<file path="src/hdl/lpse_pkg.sv">
// Shared types, constants and the nibble encoding function for the LED pixel encoder.
`timescale 1ns / 1ps

package lpse_pkg;

  localparam int PIXELS_PER_PACKET = 5;
  localparam int BITS_PER_PIXEL    = 96;
  localparam int CNT_W             = $clog2(PIXELS_PER_PACKET + 1);
  localparam int BITS_W            = $clog2(PIXELS_PER_PACKET * BITS_PER_PIXEL + 1);

  localparam int CHAN_W  = 8;
  localparam int WORD_W  = 4 * CHAN_W;
  localparam int PCT_W   = 8;
  localparam int IDX_W   = 2;
  localparam int ORDER_W = 3;

  localparam int FULL_POWER = 100;
  // floor(x / 100) == (x * 5243) >> 19 for every x up to 255 * 99
  localparam int RECIP_MUL   = 5243;
  localparam int RECIP_SHIFT = 19;
  localparam int SCALE_W     = RECIP_SHIFT;
  localparam int PROD_W      = SCALE_W + CHAN_W;

  localparam logic [3:0] NIBBLE_ONE  = 4'b1100;
  localparam logic [3:0] NIBBLE_ZERO = 4'b1000;

  // register indexes
  localparam logic [IDX_W-1:0] REG_COLOR_ORDER   = 2'd0;
  localparam logic [IDX_W-1:0] REG_POWER_PERCENT = 2'd1;

  // channel orders
  localparam logic [ORDER_W-1:0] ORDER_RGB = 3'd0;
  localparam logic [ORDER_W-1:0] ORDER_BGR = 3'd1;
  localparam logic [ORDER_W-1:0] ORDER_BRG = 3'd2;
  localparam logic [ORDER_W-1:0] ORDER_GBR = 3'd3;
  localparam logic [ORDER_W-1:0] ORDER_GRB = 3'd4;
  localparam logic [ORDER_W-1:0] ORDER_RBG = 3'd5;

  typedef struct packed {
    logic [ORDER_W-1:0] color_order;
    logic               full_power;
    logic [SCALE_W-1:0] scale;       // power_percent * RECIP_MUL
  } lpse_cfg_t;

  // bit k of the byte becomes nibble k
  function automatic logic [WORD_W-1:0] encode_byte(input logic [CHAN_W-1:0] v);
    logic [WORD_W-1:0] w;
    w = '0;
    for (int k = 0; k < CHAN_W; k++) begin
      w[4*k +: 4] = v[k] ? NIBBLE_ONE : NIBBLE_ZERO;
    end
    return w;
  endfunction

endpackage

</file>
<file path="src/hdl/lpse_cfg_regs.sv">
// Configuration registers; the brightness scale factor is precomputed at write time.
`timescale 1ns / 1ps

module lpse_cfg_regs import lpse_pkg::*; (
  input  logic               clk_i,
  input  logic               rst_ni,
  input  logic               cfg_valid_i,
  output logic               cfg_ready_o,
  input  logic [IDX_W-1:0]   cfg_index_i,
  input  logic [PCT_W-1:0]   cfg_data_i,
  output lpse_cfg_t          cfg_o
);

  logic [ORDER_W-1:0] color_order_q;
  logic               full_power_q;
  logic [SCALE_W-1:0] scale_q;
  logic [SCALE_W-1:0] scale_d;
  logic               wr;

  assign cfg_ready_o = 1'b1;
  assign wr          = cfg_valid_i && cfg_ready_o;
  assign scale_d     = SCALE_W'({{(SCALE_W-PCT_W){1'b0}}, cfg_data_i} * SCALE_W'(RECIP_MUL));

  always_ff @(posedge clk_i or negedge rst_ni) begin
    if (!rst_ni) begin
      color_order_q <= ORDER_RGB;
      full_power_q  <= 1'b1;
      scale_q       <= '0;
    end else if (wr) begin
      case (cfg_index_i)
        REG_COLOR_ORDER: begin
          color_order_q <= cfg_data_i[ORDER_W-1:0];
        end
        REG_POWER_PERCENT: begin
          full_power_q <= (cfg_data_i >= PCT_W'(FULL_POWER));
          scale_q      <= scale_d;
        end
        default: begin
        end
      endcase
    end
  end

  assign cfg_o.color_order = color_order_q;
  assign cfg_o.full_power  = full_power_q;
  assign cfg_o.scale       = scale_q;

endmodule

</file>
<file path="src/hdl/lpse_pixel_enc.sv">
// Pixel datapath: brightness scaling, channel reorder and nibble encoding.
`timescale 1ns / 1ps

module lpse_pixel_enc import lpse_pkg::*; (
  input  lpse_cfg_t           cfg_i,
  input  logic [CHAN_W-1:0]   red_i,
  input  logic [CHAN_W-1:0]   green_i,
  input  logic [CHAN_W-1:0]   blue_i,
  output logic [WORD_W-1:0]   word_first_o,
  output logic [WORD_W-1:0]   word_second_o,
  output logic [WORD_W-1:0]   word_third_o
);

  logic [PROD_W-1:0] prod_r, prod_g, prod_b;
  logic [CHAN_W-1:0] r, g, b;
  logic [CHAN_W-1:0] c0, c1, c2;

  assign prod_r = {{SCALE_W{1'b0}}, red_i}   * {{CHAN_W{1'b0}}, cfg_i.scale};
  assign prod_g = {{SCALE_W{1'b0}}, green_i} * {{CHAN_W{1'b0}}, cfg_i.scale};
  assign prod_b = {{SCALE_W{1'b0}}, blue_i}  * {{CHAN_W{1'b0}}, cfg_i.scale};

  assign r = cfg_i.full_power ? red_i   : prod_r[PROD_W-1 -: CHAN_W];
  assign g = cfg_i.full_power ? green_i : prod_g[PROD_W-1 -: CHAN_W];
  assign b = cfg_i.full_power ? blue_i  : prod_b[PROD_W-1 -: CHAN_W];

  // unused order codes fall back to RGB
  always_comb begin
    case (cfg_i.color_order)
      ORDER_BGR: begin c0 = b; c1 = g; c2 = r; end
      ORDER_BRG: begin c0 = b; c1 = r; c2 = g; end
      ORDER_GBR: begin c0 = g; c1 = b; c2 = r; end
      ORDER_GRB: begin c0 = g; c1 = r; c2 = b; end
      ORDER_RBG: begin c0 = r; c1 = b; c2 = g; end
      default:   begin c0 = r; c1 = g; c2 = b; end
    endcase
  end

  assign word_first_o  = encode_byte(c0);
  assign word_second_o = encode_byte(c1);
  assign word_third_o  = encode_byte(c2);

endmodule

</file>
<file path="src/hdl/led_pixel_spi_bit_encoder.sv">
// Top level: input register, pixel datapath, packet counter and result register.
// A pixel passes from the input register into the result register when the output is free.
// Throughput: one pixel per cycle unless stalled; one 8x19 scale multiply per channel.
// An output stall holds both stages; input ready drops only when both stages are full.
// Reset (async, active low) clears valids and the packet count, sets order RGB, full power.
`timescale 1ns / 1ps

module led_pixel_spi_bit_encoder import lpse_pkg::*; (
  input  logic                clk_i,
  input  logic                rst_ni,
  input  logic                cfg_valid_i,
  output logic                cfg_ready_o,
  input  logic [IDX_W-1:0]    cfg_index_i,
  input  logic [PCT_W-1:0]    cfg_data_i,
  input  logic                in_valid_i,
  output logic                in_ready_o,
  input  logic [CHAN_W-1:0]   red_i,
  input  logic [CHAN_W-1:0]   green_i,
  input  logic [CHAN_W-1:0]   blue_i,
  input  logic                last_pixel_i,
  output logic                out_valid_o,
  input  logic                out_ready_i,
  output logic [WORD_W-1:0]   word_first_o,
  output logic [WORD_W-1:0]   word_second_o,
  output logic [WORD_W-1:0]   word_third_o,
  output logic                packet_end_o,
  output logic [BITS_W-1:0]   packet_bits_o
);

  lpse_cfg_t cfg;

  logic              s1_valid_q;
  logic [CHAN_W-1:0] red_q, green_q, blue_q;
  logic              last_q;

  logic              out_valid_q;
  logic [WORD_W-1:0] w0_q, w1_q, w2_q;
  logic [WORD_W-1:0] w0_d, w1_d, w2_d;
  logic              pend_q, pend_d;
  logic [BITS_W-1:0] pbits_q, pbits_d;

  logic [CNT_W-1:0]  pix_cnt_q, pix_cnt_d;
  logic [CNT_W-1:0]  count;
  logic              out_free, s1_move, in_take;

  lpse_cfg_regs u_cfg (
    .clk_i       (clk_i),
    .rst_ni      (rst_ni),
    .cfg_valid_i (cfg_valid_i),
    .cfg_ready_o (cfg_ready_o),
    .cfg_index_i (cfg_index_i),
    .cfg_data_i  (cfg_data_i),
    .cfg_o       (cfg)
  );

  lpse_pixel_enc u_enc (
    .cfg_i         (cfg),
    .red_i         (red_q),
    .green_i       (green_q),
    .blue_i        (blue_q),
    .word_first_o  (w0_d),
    .word_second_o (w1_d),
    .word_third_o  (w2_d)
  );

  assign out_free   = !out_valid_q || out_ready_i;
  assign s1_move    = s1_valid_q && out_free;
  assign in_ready_o = !s1_valid_q || out_free;
  assign in_take    = in_valid_i && in_ready_o;

  // packet bookkeeping
  assign count     = pix_cnt_q + CNT_W'(1);
  assign pend_d    = last_q || (count >= CNT_W'(PIXELS_PER_PACKET));
  assign pbits_d   = BITS_W'(count) * BITS_W'(BITS_PER_PIXEL);
  assign pix_cnt_d = pend_d ? '0 : count;

  always_ff @(posedge clk_i or negedge rst_ni) begin
    if (!rst_ni) begin
      s1_valid_q  <= 1'b0;
      out_valid_q <= 1'b0;
      pix_cnt_q   <= '0;
    end else begin
      if (in_ready_o) begin
        s1_valid_q <= in_valid_i;
      end
      if (out_free) begin
        out_valid_q <= s1_valid_q;
      end
      if (s1_move) begin
        pix_cnt_q <= pix_cnt_d;
      end
    end
  end

  always_ff @(posedge clk_i) begin
    if (in_take) begin
      red_q   <= red_i;
      green_q <= green_i;
      blue_q  <= blue_i;
      last_q  <= last_pixel_i;
    end
    if (s1_move) begin
      w0_q    <= w0_d;
      w1_q    <= w1_d;
      w2_q    <= w2_d;
      pend_q  <= pend_d;
      pbits_q <= pbits_d;
    end
  end

  assign out_valid_o   = out_valid_q;
  assign word_first_o  = w0_q;
  assign word_second_o = w1_q;
  assign word_third_o  = w2_q;
  assign packet_end_o  = pend_q;
  assign packet_bits_o = pbits_q;

  // open packet never reaches full size
  assert property (@(posedge clk_i) disable iff (!rst_ni)
    pix_cnt_q < CNT_W'(PIXELS_PER_PACKET))
    else $error("packet count out of range");

  // a held result that closes its packet leaves the count at zero
  assert property (@(posedge clk_i) disable iff (!rst_ni)
    out_valid_q && pend_q |-> pix_cnt_q == '0)
    else $error("count not cleared after packet end");

  // a held result inside a packet matches the running count
  assert property (@(posedge clk_i) disable iff (!rst_ni)
    out_valid_q && !pend_q |-> BITS_W'(pix_cnt_q) * BITS_W'(BITS_PER_PIXEL) == pbits_q)
    else $error("packet bits disagree with count");

  // input stalls only when the input stage and the result register both hold a pixel
  assert property (@(posedge clk_i) disable iff (!rst_ni)
    !in_ready_o |-> s1_valid_q && out_valid_q)
    else $error("input stalled without backpressure");

  // a stalled result moves nothing into the result register
  assert property (@(posedge clk_i) disable iff (!rst_ni)
    out_valid_q && !out_ready_i |=> $stable(pbits_q) && $stable(pix_cnt_q))
    else $error("result register changed under stall");

endmodule

</file>
<file path="config.mk">
export PLATFORM = sky130hd
export DESIGN_NAME = led_pixel_spi_bit_encoder
export DESIGN_NICKNAME = d
export VERILOG_FILES = /design/src/hdl/lpse_pkg.sv /design/src/hdl/lpse_cfg_regs.sv /design/src/hdl/lpse_pixel_enc.sv /design/src/hdl/led_pixel_spi_bit_encoder.sv
export SDC_FILE = /design/constraint.sdc
export NUM_CORES = 1
export LEC_CHECK = 0
export ABC_AREA = 1
export BUFFER_PORTS_ARGS = -buffer_cell sky130_fd_sc_hd__buf_2
export CORE_MARGIN = 2
export CORE_UTILIZATION = 40
export CTS_CLUSTER_SIZE = 12
export DETAILED_ROUTE_END_ITERATION = 8
export GPL_TIMING_DRIVEN = 0
export PLACE_DENSITY = 0.6
export REMOVE_ABC_BUFFERS = 1
export SETUP_SLACK_MARGIN = 0.4
export SLEW_MARGIN = 20
export SYNTH_ARGS = -nofsm -noshare
export SYNTH_HDL_FRONTEND = slang
export SYNTH_HIERARCHICAL = 1
export SYNTH_SLANG_ARGS = --single-unit
</file>
<file path="constraint.sdc">
create_clock -name clk_i -period 4.1 [get_ports clk_i]
set_input_delay 0.82 -clock clk_i [delete_from_list [all_inputs] [get_ports clk_i]]
set_output_delay 0.82 -clock clk_i [all_outputs]
set_load 0.005 [all_outputs]
</file>
## Word level (Yosys, flattened, before mapping)

Cells that the tools add are included.

- Flip-flop bits (word level): 154
- Input bits: 40
- Logic and storage cells: 76

- Add/subtract/negate cells: 1
- Multipliers: 5
- Order comparisons: 2
- Eq/ne operators: 6
- Muxes and demuxes: 31
- Reduce and logical (&&, ||, !) cells: 16

Operator list:

| cell | number |
|---|---|
| $mul A8 B19 Y27 | 3 |
| $mux W3 | 25 |
| $pmux W8 S2 | 3 |
| $mux W8 | 3 |
| $mul A8 B13 Y19 const B | 1 |
| $reduce_or A2 Y1 | 6 |
| $ge A8 B7 Y1 const B | 1 |
| $eq A3 B2 Y1 const B | 2 |
| $eq A3 B3 Y1 const B | 2 |
| $mul A3 B2 Y4 const B | 1 |
| $reduce_and A2 Y1 | 2 |
| $add A3 B1 Y3 const B | 1 |
| $eq A3 B1 Y1 const B | 1 |
| $ge A3 B3 Y1 const B | 1 |
| $logic_or A1 B1 Y1 | 3 |
| $eq A2 B1 Y1 const B | 1 |
| $logic_and A1 B1 Y1 | 2 |
| $logic_not A1 Y1 | 2 |
| $logic_not A2 Y1 | 1 |

## Longest topological paths before layout

Gate-level depths: netlist of the first run.

- Depth in word-level cells: 4
- Mapped depth: 26
- Depth with buffers taken out: 24

## Modules after synthesis

The synthesis of the first run kept the hierarchy.

Modules (own cells, without submodules):

| module | instances | cells each | area an instance (µm²) | sequential area each (µm²) |
|---|---|---|---|---|
| lpse_pixel_enc | 1 | 2524 | 16463.3 | 0.0 |
| led_pixel_spi_bit_encoder | 1 | 182 | 4209.0 | 3908.7 |
| lpse_cfg_regs | 1 | 379 | 2979.1 | 576.8 |

## Worst setup path before layout of the first run

Ideal clock, no wire load.

- Kind: reg-to-reg
- Start point: register green_q[2]
- End point: register w2_q[26], in the netlist word_third_o[26] (data pin)
- Setup time: 260 ps
- Arrival: 4297 ps
- Setup slack: -456 ps
- Stages on the path, launching flop included: 21
- Buffers on the path: 2
- Cell sequence: edfxtp_1 -> clkbuf_1 -> buf_1 -> nand2_1 -> fa_1 -> inv_1 -> fa_1 -> fa_1 -> inv_1 -> fa_1 -> inv_1 -> ha_1 -> nand2_1 -> nor2_1 -> nand2_1 -> nor4_1 -> nand2_1 -> nand3_1 -> nand3_2 -> nand3_1 -> nand3_1

- Word-level cells in the longest chain between the ends: 4

RTL lines:

| what | RTL line | RTL |
|---|---|---|
| start, declared | led_pixel_spi_bit_encoder.sv:33 | `logic [CHAN_W-1:0] red_q, green_q, blue_q;` |
| start signal, assigned | led_pixel_spi_bit_encoder.sv:98 | `green_q <= green_i;` |
| $mul A8 B19 Y27 | lpse_pixel_enc.sv:19 | `assign prod_g = {{SCALE_W{1'b0}}, green_i} * {{CHAN_W{1'b0}}, cfg_i.scale};` |
| $mux W8 | lpse_pixel_enc.sv:23 | `assign g = cfg_i.full_power ? green_i : prod_g[PROD_W-1 -: CHAN_W];` |
| $pmux W8 S2 | lpse_pixel_enc.sv:28 | `case (cfg_i.color_order)` |
| $mux W3 | lpse_pkg.sv:50 | `w[4*k +: 4] = v[k] ? NIBBLE_ONE : NIBBLE_ZERO;` |
| via w2_d[26] | led_pixel_spi_bit_encoder.sv:38 | `logic [WORD_W-1:0] w0_d, w1_d, w2_d;` |
| end signal, assigned | led_pixel_spi_bit_encoder.sv:105 | `w2_q <= w2_d;` |
| end, declared | led_pixel_spi_bit_encoder.sv:37 | `logic [WORD_W-1:0] w0_q, w1_q, w2_q;` |

The timed path passes the listed nets, and every way through them passes these cells.
A chain may end at the register's enable or synchronous reset.

## Worst setup path after layout of the first run

- Start point: register u_cfg.scale_q[4]
- End point: register w2_q[14], in the netlist word_third_o[14] (data pin)

- Word-level cells in the longest chain between the ends: 4
- Elaborated cells between the ends (all ways): 8
- Those cells by class: mul (3); mux (5)

RTL lines:

| what | RTL line | RTL |
|---|---|---|
| start, declared | lpse_cfg_regs.sv:16 | `logic [SCALE_W-1:0] scale_q;` |
| start signal, assigned | lpse_cfg_regs.sv:36 | `scale_q <= scale_d;` |
| $mul A8 B19 Y27 (on tied branches) | lpse_pixel_enc.sv:20, lpse_pixel_enc.sv:18, lpse_pixel_enc.sv:19 |  |
| $mux W8 (on tied branches) | lpse_pixel_enc.sv:24, lpse_pixel_enc.sv:22, lpse_pixel_enc.sv:23 |  |
| $pmux W8 S2 (*) | lpse_pixel_enc.sv:28 |  |
| $mux W3 (*) | lpse_pkg.sv:50 |  |
| via w2_d[14] | led_pixel_spi_bit_encoder.sv:38 |  |

The timed path passes the listed nets; every way through them passes the cells marked *.

==> results of run 1 <==
## area by class of cell
class,count,area share [%]
diodes,1,0.00833
clock inverters,15,0.692
clock buffers,17,1.42
repair buffers,339,10.4
flip-flops and latches,154,15.2
multi-input cells,2018,58.8
well taps,773,3.22
inverters,814,10.3
## metal layers
| layer | GRT usage (%) | wire, um | vias up |
|---|---|---|---|
| li1 | - | - | 9472 |
| met4 | 12.1 | 4320 | 2 |
| met5 | 0 | 9 | - |
| met2 | 39.1 | 33900 | 704 |
| met1 | 32.3 | 30100 | 9810 |
| met3 | 6.43 | 7110 | 180 |
## registers in the layout, indices dropped and copies added, names as in the netlist, 4 cells and up
signal         cells
word_first_o      32
u_cfg/scale_q     19
red_q              8
packet_bits_o      4
green_q            8
word_second_o     32
word_third_o      32
blue_q             8
## cells by family (layout without fill, tap and decap cells)
| group | count (synthesis) | after routing | synth area share, % |
|---|---|---|---|
| simple gates | 1288 | 1288 | 22.7 |
| compound gates | 118 | 118 | 2.85 |
| flops | 154 | 154 | 19.0 |
| fa+ha+maj | 518 | 518 | 37.7 |
| buf+inv | 987 | 1185 | 17.1 |
| xor+xnor | 16 | 16 | 0.592 |
| other cells | 4 | 79 | 0.0635 |
## what timing repair did
action                                  in CTS  in global routing
gates resized for setup                    260                322
endpoints found under the setup margin      34                 35
setup buffers                              159                 32
gates cloned                                 2                  2
pin swaps                                   78                131
## layout by cell type (no fill, tap or decap), drive strengths merged
cell / instances
nand2: 914
inv: 818
buf: 334
fa: 325
ha: 193
nand3: 190
edfxtp: 126
nor2: 110
conb: 78
a21oi: 67
o21ai: 28
dfrtp: 27
or2: 26
clkbuf: 21
nor3: 17
nand4: 15
o21bai: 12
xnor2: 11
a21o: 6
nand3b: 6
xor2: 5
clkinvlp: 4
and2: 4
clkinv: 4
bufinv: 3
nor3b: 3
nor4: 3
a21boi: 3
diode: 1
bufbuf: 1
a31oi: 1
dfstp: 1
o21a: 1
## synth_stat cells, types with 2 or more instances
| cell | instances |
|---|---|
| nor2_1 | 105 |
| nand3b_1 | 6 |
| nand2_4 | 3 |
| buf_2 | 4 |
| nor3_2 | 5 |
| ha_1 | 193 |
| and2_1 | 3 |
| conb_1 | 4 |
| a21o_1 | 6 |
| buf_1 | 15 |
| nor2_2 | 5 |
| inv_1 | 809 |
| o21ai_0 | 26 |
| nand2_2 | 7 |
| nor3b_1 | 2 |
| buf_4 | 83 |
| or2_1 | 4 |
| xnor2_1 | 11 |
| nand3_1 | 183 |
| nor4_1 | 3 |
| inv_2 | 4 |
| clkbuf_1 | 68 |
| nand2_1 | 904 |
| fa_1 | 325 |
| dfrtp_1 | 27 |
| nand4_1 | 15 |
| edfxtp_1 | 126 |
| nor3_1 | 11 |
| a21oi_1 | 65 |
| nand3_2 | 7 |
| or2_2 | 21 |
| o21bai_1 | 11 |
| o21ai_1 | 2 |
| buf_6 | 2 |
| a21boi_0 | 3 |
| xor2_1 | 5 |
## per-stage QoR
stage	worst slack [ns]	util [%]	setup TNS [ns]
6_report	-0.593	51.2	-12.33
2_1_floorplan	-0.312	-	-6.38
3_3_place_gp	-1.51	42.0	-104.03
3_5_place_dp	-1.26	42.1	-32.99
5_1_grt	-0.722	51.2	-15.94
4_1_cts	-0.499	48.4	-10.79
## worst paths after layout
path | startpoint | to | slack [ns] | depth (start not counted)
setup / recovery | u_cfg/scale_q[4] | word_third_o[14] | -0.59 | 21
hold / removal | rst_ni | u_cfg/scale_q[18] | 0.39 | 1
setup reg to reg | u_cfg/scale_q[4] | word_third_o[14] | -0.59 | 21
hold reg to reg | out_valid_o | out_valid_o | 0.53 | 2
max in group asynchronous | rst_ni | u_cfg/scale_q[14] | 3.14 | 1
min in group clk_i | red_i[3] | red_q[3] | 0.51 | 1
==> summary.md, run 1 <==
| Metric | Value |
|---|---|
| DRC viols | 0 |
| Most used DFF post-synth | edfxtp_1 |
| Synth Register Bits | 154 |
| Outcome | complete, but fails checks |
| CP Capture Type | flop |
| First-pass GRT wire length | 114000 um |
| Syn Inst Count | 3085 |
| Fillers | 5433 |
| Non-filler cells, final | between 4k and 5k |
| Post-synth EDFFs | 126 |
| Final nets | between 3k and 4k |
| Cell variety after synth | 48 |
| Post-route ant nets | 0 |
| Area growth syn-to-layout | 27.0% |
| Hold_buf cts | 0 |
| CP arrival | 4.90 ns |
| Share of the synthesized area in the top cell type | 27.5% |
| Worst-path cell chain | buf_16 -> buf_6 -> nand2_2 -> inv_2 -> fa_2 -> fa_1 -> fa_2 -> fa_1 -> ha_4 -> nand2_4 -> inv_4 -> nand2_4 -> o21bai_1 -> nand2_1 -> nand2_1 -> nand3_1 -> nand2_1 -> nand3_2 -> nand2_4 -> nand2_2 -> nand3_4 |
| Iter 0 DRT Violations | ~1.4k |
| Worst-Skew Late Latency | 0.50 ns |
| Initial antenna violation count | 2 |
| Achievable frequency | 0.213 GHz |
| Maximum buffer depth of the clock tree | 2 |
| Area used by multi-input combinational logic | 0.0177 mm2 |
| Worst Setup Slack, final | -0.593 ns |
| Layout cell share with drive strength beyond 1 | 25.7% |
| Largest area contributor in the netlist | fa_1 |
| Vias per std cell | 4.88 |
| Final period util | 114% |
| Clk sinks | 154 |
| Starting Density | 40.3% |
| Root buffer cell | clkbuf_16 |
| Buffers on Ports | 142 |
| DPL Wire Length | 44400 um |
| RSZ-0062 raised after global routing | true |
| Largest net degree at the start of global routing | 66 |
| Syn avg cell area | 7.67 um2 |
| # IOs | 149 |
| Worst min-delay path category | in2async |
| Crit-path leading delay family | adder cells |
| Setup violations, final | 24 |
| CP Class | reg2reg |
| Setup crit start kind | flop |
| Max-slew headroom | 34.4% |
| Failing checks | negative setup slack |
| Clock transition at the registers of the reported paths | around 0.070 ns |
| Placed instance area | about 0.025 mm2 |
| DP Cell Count | between 3k and 4k |
| Global router's overall resource usage | around a quarter |
| FF+latch area | 0.00456 mm2 |
| GPL Wtd Cong | about 0.90 |
| Buf/Inv on CP | 4 |
| Seq/Total Area, Yosys | 19.0% |
| Post-Syn Area | 0.0237 mm2 |
| Total number of vias | around 20k |
| Final instance area | about 0.03 mm2 |
| Req. time, crit path | around 4.3 ns |
| Remaining Overflow, GRT | 0 |
| Hold Slack | 0.393 ns |
| Critical path's slowest cell | dfrtp_4 |
| Worst Clk Skew | 0.0412 ns |
| Final-report hold violation count | 0 |
| Slew at the pin closest to its max-slew limit | 0.981 ns |
| MaxCap Viol Count | 0 |
| CP max FO | 6 |
| Vias in the first global route | around 20k |
| CORE AREA | 0.0587 mm2 |
| Die Y | 247 um |
| H-tree lvl count | 4 |
| Die area | 0.0611 mm2 |
| CP max stage delay | 0.58 ns |
| Post-synth ARST share | 18.2% |
| Drt wl/cell | 18.3 um |
| Fin. max-slew vios | 0 |
| Drt pass-1 iters | 6 |
| Min cycle time layout | roughly 4.7 ns |
| DRT Wirelength | 75500 um |
| Warnings from Yosys | 6 |
| Synth top area cells | fa_1 28%, edfxtp_1 16%, nand2_1 14%, inv_1 13%, ha_1 10% |
| TritonCTS Buffers | 17 |
| Row cnt | 89 |
| Die Wd | 247 um |
| CTS tree | built |
Power of run 1 is left out: the tool's default activity adds up to more than one toggle a clock period on the data nets, which glitch-free logic cannot reach.
==> run 2, diff against run 1 <==
==> constraint.sdc (replaced) <==
create_clock -name clk_i -period 4.1 [get_ports clk_i]
set_input_delay 0.205 -clock clk_i [delete_from_list [all_inputs] [get_ports clk_i]]
set_output_delay 0.205 -clock clk_i [all_outputs]
set_load 0.005 [all_outputs]
==> summary.md, run 2 (synthesis gave the netlist of run 1 again) <==
| Metric | Value |
|---|---|
| Outcome | complete, but fails checks |
| Failing checks | negative setup slack |
| FF+latch area | approximately 0.0046 mm2 |
| Final nets | approximately 4k |
| CP arrival | 4.89 ns |
| DRT Wirelength | 75200 um |
| Worst Clk Skew | about 0.037 ns |
| Largest net degree at the start of global routing | 66 |
| MaxCap Viol Count | 0 |
| Initial antenna violation count | 1 |
| Layout cell share with drive strength beyond 1 | about 23% |
| Worst-Skew Late Latency | 0.50 ns |
| Setup crit start kind | flop |
| Slew at the pin closest to its max-slew limit | 0.934 ns |
| DP Cell Count | 3903 |
| Remaining Overflow, GRT | 0 |
| Vias in the first global route | around 20k |
| RSZ-0062 raised after global routing | true |
| Setup violations, final | 24 |
| CTS tree | built |
| Final-report hold violation count | 0 |
| Die area | 0.0611 mm2 |
| Row cnt | 89 |
| Commonest non-fill, non-tap cell in the layout | nand2_1 |
| Buffers on Ports | 142 |
| TritonCTS Buffers | 17 |
| Global router's overall resource usage | between 20% and 30% |
| CP Class | reg2reg |
| Iter 0 DRT Violations | 1496 |
| Drt pass-1 iters | 5 |
| Non-filler cells, final | 4146 |
| Fin. max-slew vios | 0 |
| Drt wl/cell | 18.1 um |
| DRC viols | 0 |
| CP Capture Type | flop |
| Final period util | 115% |
| GPL Wtd Cong | 0.895 |
| Min cycle time layout | 4.70 ns |
| Maximum buffer depth of the clock tree | 2 |
| Post-route ant nets | 0 |
| Root buffer cell | clkbuf_16 |
| CP max FO | 6 |
| First-pass GRT wire length | approximately 110000 um |
| CORE AREA | 0.0587 mm2 |
| Fillers | 5496 |
| Clock transition at the registers of the reported paths | ~0.070 ns |
| Req. time, crit path | 4.30 ns |
| Total number of vias | approximately 20k |
| # IOs | 149 |
| Starting Density | 40.3% |
| Worst min-delay path category | in2reg |
| Achievable frequency | 0.213 GHz |
| Die Wd | 247 um |
| Area growth syn-to-layout | 25.9% |
| Most frequent cells in the layout | 802 x nand2_1, 775 x inv_1, 311 x fa_1 |
| Die Y | 247 um |
| Clk sinks | 154 |
| H-tree lvl count | 4 |
| Vias per std cell | 4.87 |
| Max-slew headroom | a little under two fifths |
| DPL Wire Length | roughly 44000 um |
| Worst Setup Slack, final | -0.597 ns |
| Area used by multi-input combinational logic | around 0.017 mm2 |
| Placed instance area | around 0.025 mm2 |
| Utilization after layout | 50.7% |
| Final instance area | 0.0298 mm2 |
run 2: cell types whose count changed in the layout (fill, tap and decap cells not counted), sizes merged:
cell         delta
buf            -10
clkbuf          -4
clkinvlp        -2
dlygate4sd3    +29
inv             +2
run 2: final cells by class:
cell class                      count  share of cell area, %
Antenna cell                        1                0.00840
Clock buffer                       17                   1.43
Clock inverter                     15                  0.697
Inverter                          814                   10.3
Multi-Input combinational cell   2018                   58.0
Sequential cell                   154                   15.3
Tap cell                          773                   3.25
Timing Repair Buffer              354                   11.0
run 2: through the flow:
step / TNS, ns / setup WS, ns / hold slack [ns]
after floorplan: -6.18 / -0.312 / -0.0906
after global placement: -45.20 / -1.51 / 0.302
after detailed placement: -28.23 / -1.26 / 0.302
after CTS: -10.79 / -0.499 / 0.0230
after global routing: -16.06 / -0.762 / 0.0671
final: -12.24 / -0.597 / 0.0565
run 2: layer usage:
| layer | wire (um) | part of all wire, % | global-route usage [%] | up-vias |
|---|---|---|---|---|
| li1 | - | - | - | 9490 |
| met5 | 0 | 0 | 0 | - |
| met3 | 7060 | 9.4 | 6.88 | 190 |
| met1 | 30100 | 40 | 32.0 | 9801 |
| met2 | 33700 | 45 | 39.7 | 717 |
| met4 | 4310 | 5.7 | 11.7 | 0 |
run 2: worst paths after layout:
check / startpoint / to / slack [ns] / cells after the start
max: u_cfg/scale_q[4] / word_third_o[14] / -0.60 / 21
min: cfg_data_i[5] / u_cfg/full_power_q / 0.06 / 3
max reg2reg: u_cfg/scale_q[4] / word_third_o[14] / -0.60 / 21
min reg2reg: out_valid_o / out_valid_o / 0.53 / 2
max in group asynchronous: rst_ni / u_cfg/scale_q[1] / 3.25 / 2
min in group asynchronous: rst_ni / u_cfg/scale_q[18] / 0.29 / 2
run 2: critical path: stages, from the launching register on:
cell and delay [ns]:
dfrtp_4 0.58, buf_16 0.20, buf_6 0.13, nand2_2 0.05, inv_2 0.03, fa_2 0.52
fa_1 0.45, fa_2 0.55, fa_1 0.46, ha_4 0.33, nand2_4 0.06, inv_4 0.07
nand2_4 0.07, o21bai_1 0.15, nand2_1 0.08, nand2_1 0.08, nand3_1 0.09, nand2_1 0.07
nand3_2 0.10, nand2_2 0.10, nand2_1 0.08, nand3_2 0.14
run 2: repair_timing:
| action | 4_1_cts | 5_1_grt |
|---|---|---|
| gates resized for setup | 243 | 225 |
| hold buffers | 29 | 0 |
| endpoints found under the hold margin | 55 | 0 |
| setup buffers | 157 | 22 |
| pin swaps | 66 | 84 |
| endpoints found under the setup margin | 24 | 27 |
| gates cloned | 2 | 0 |
Power of run 2 is left out for the same reason.
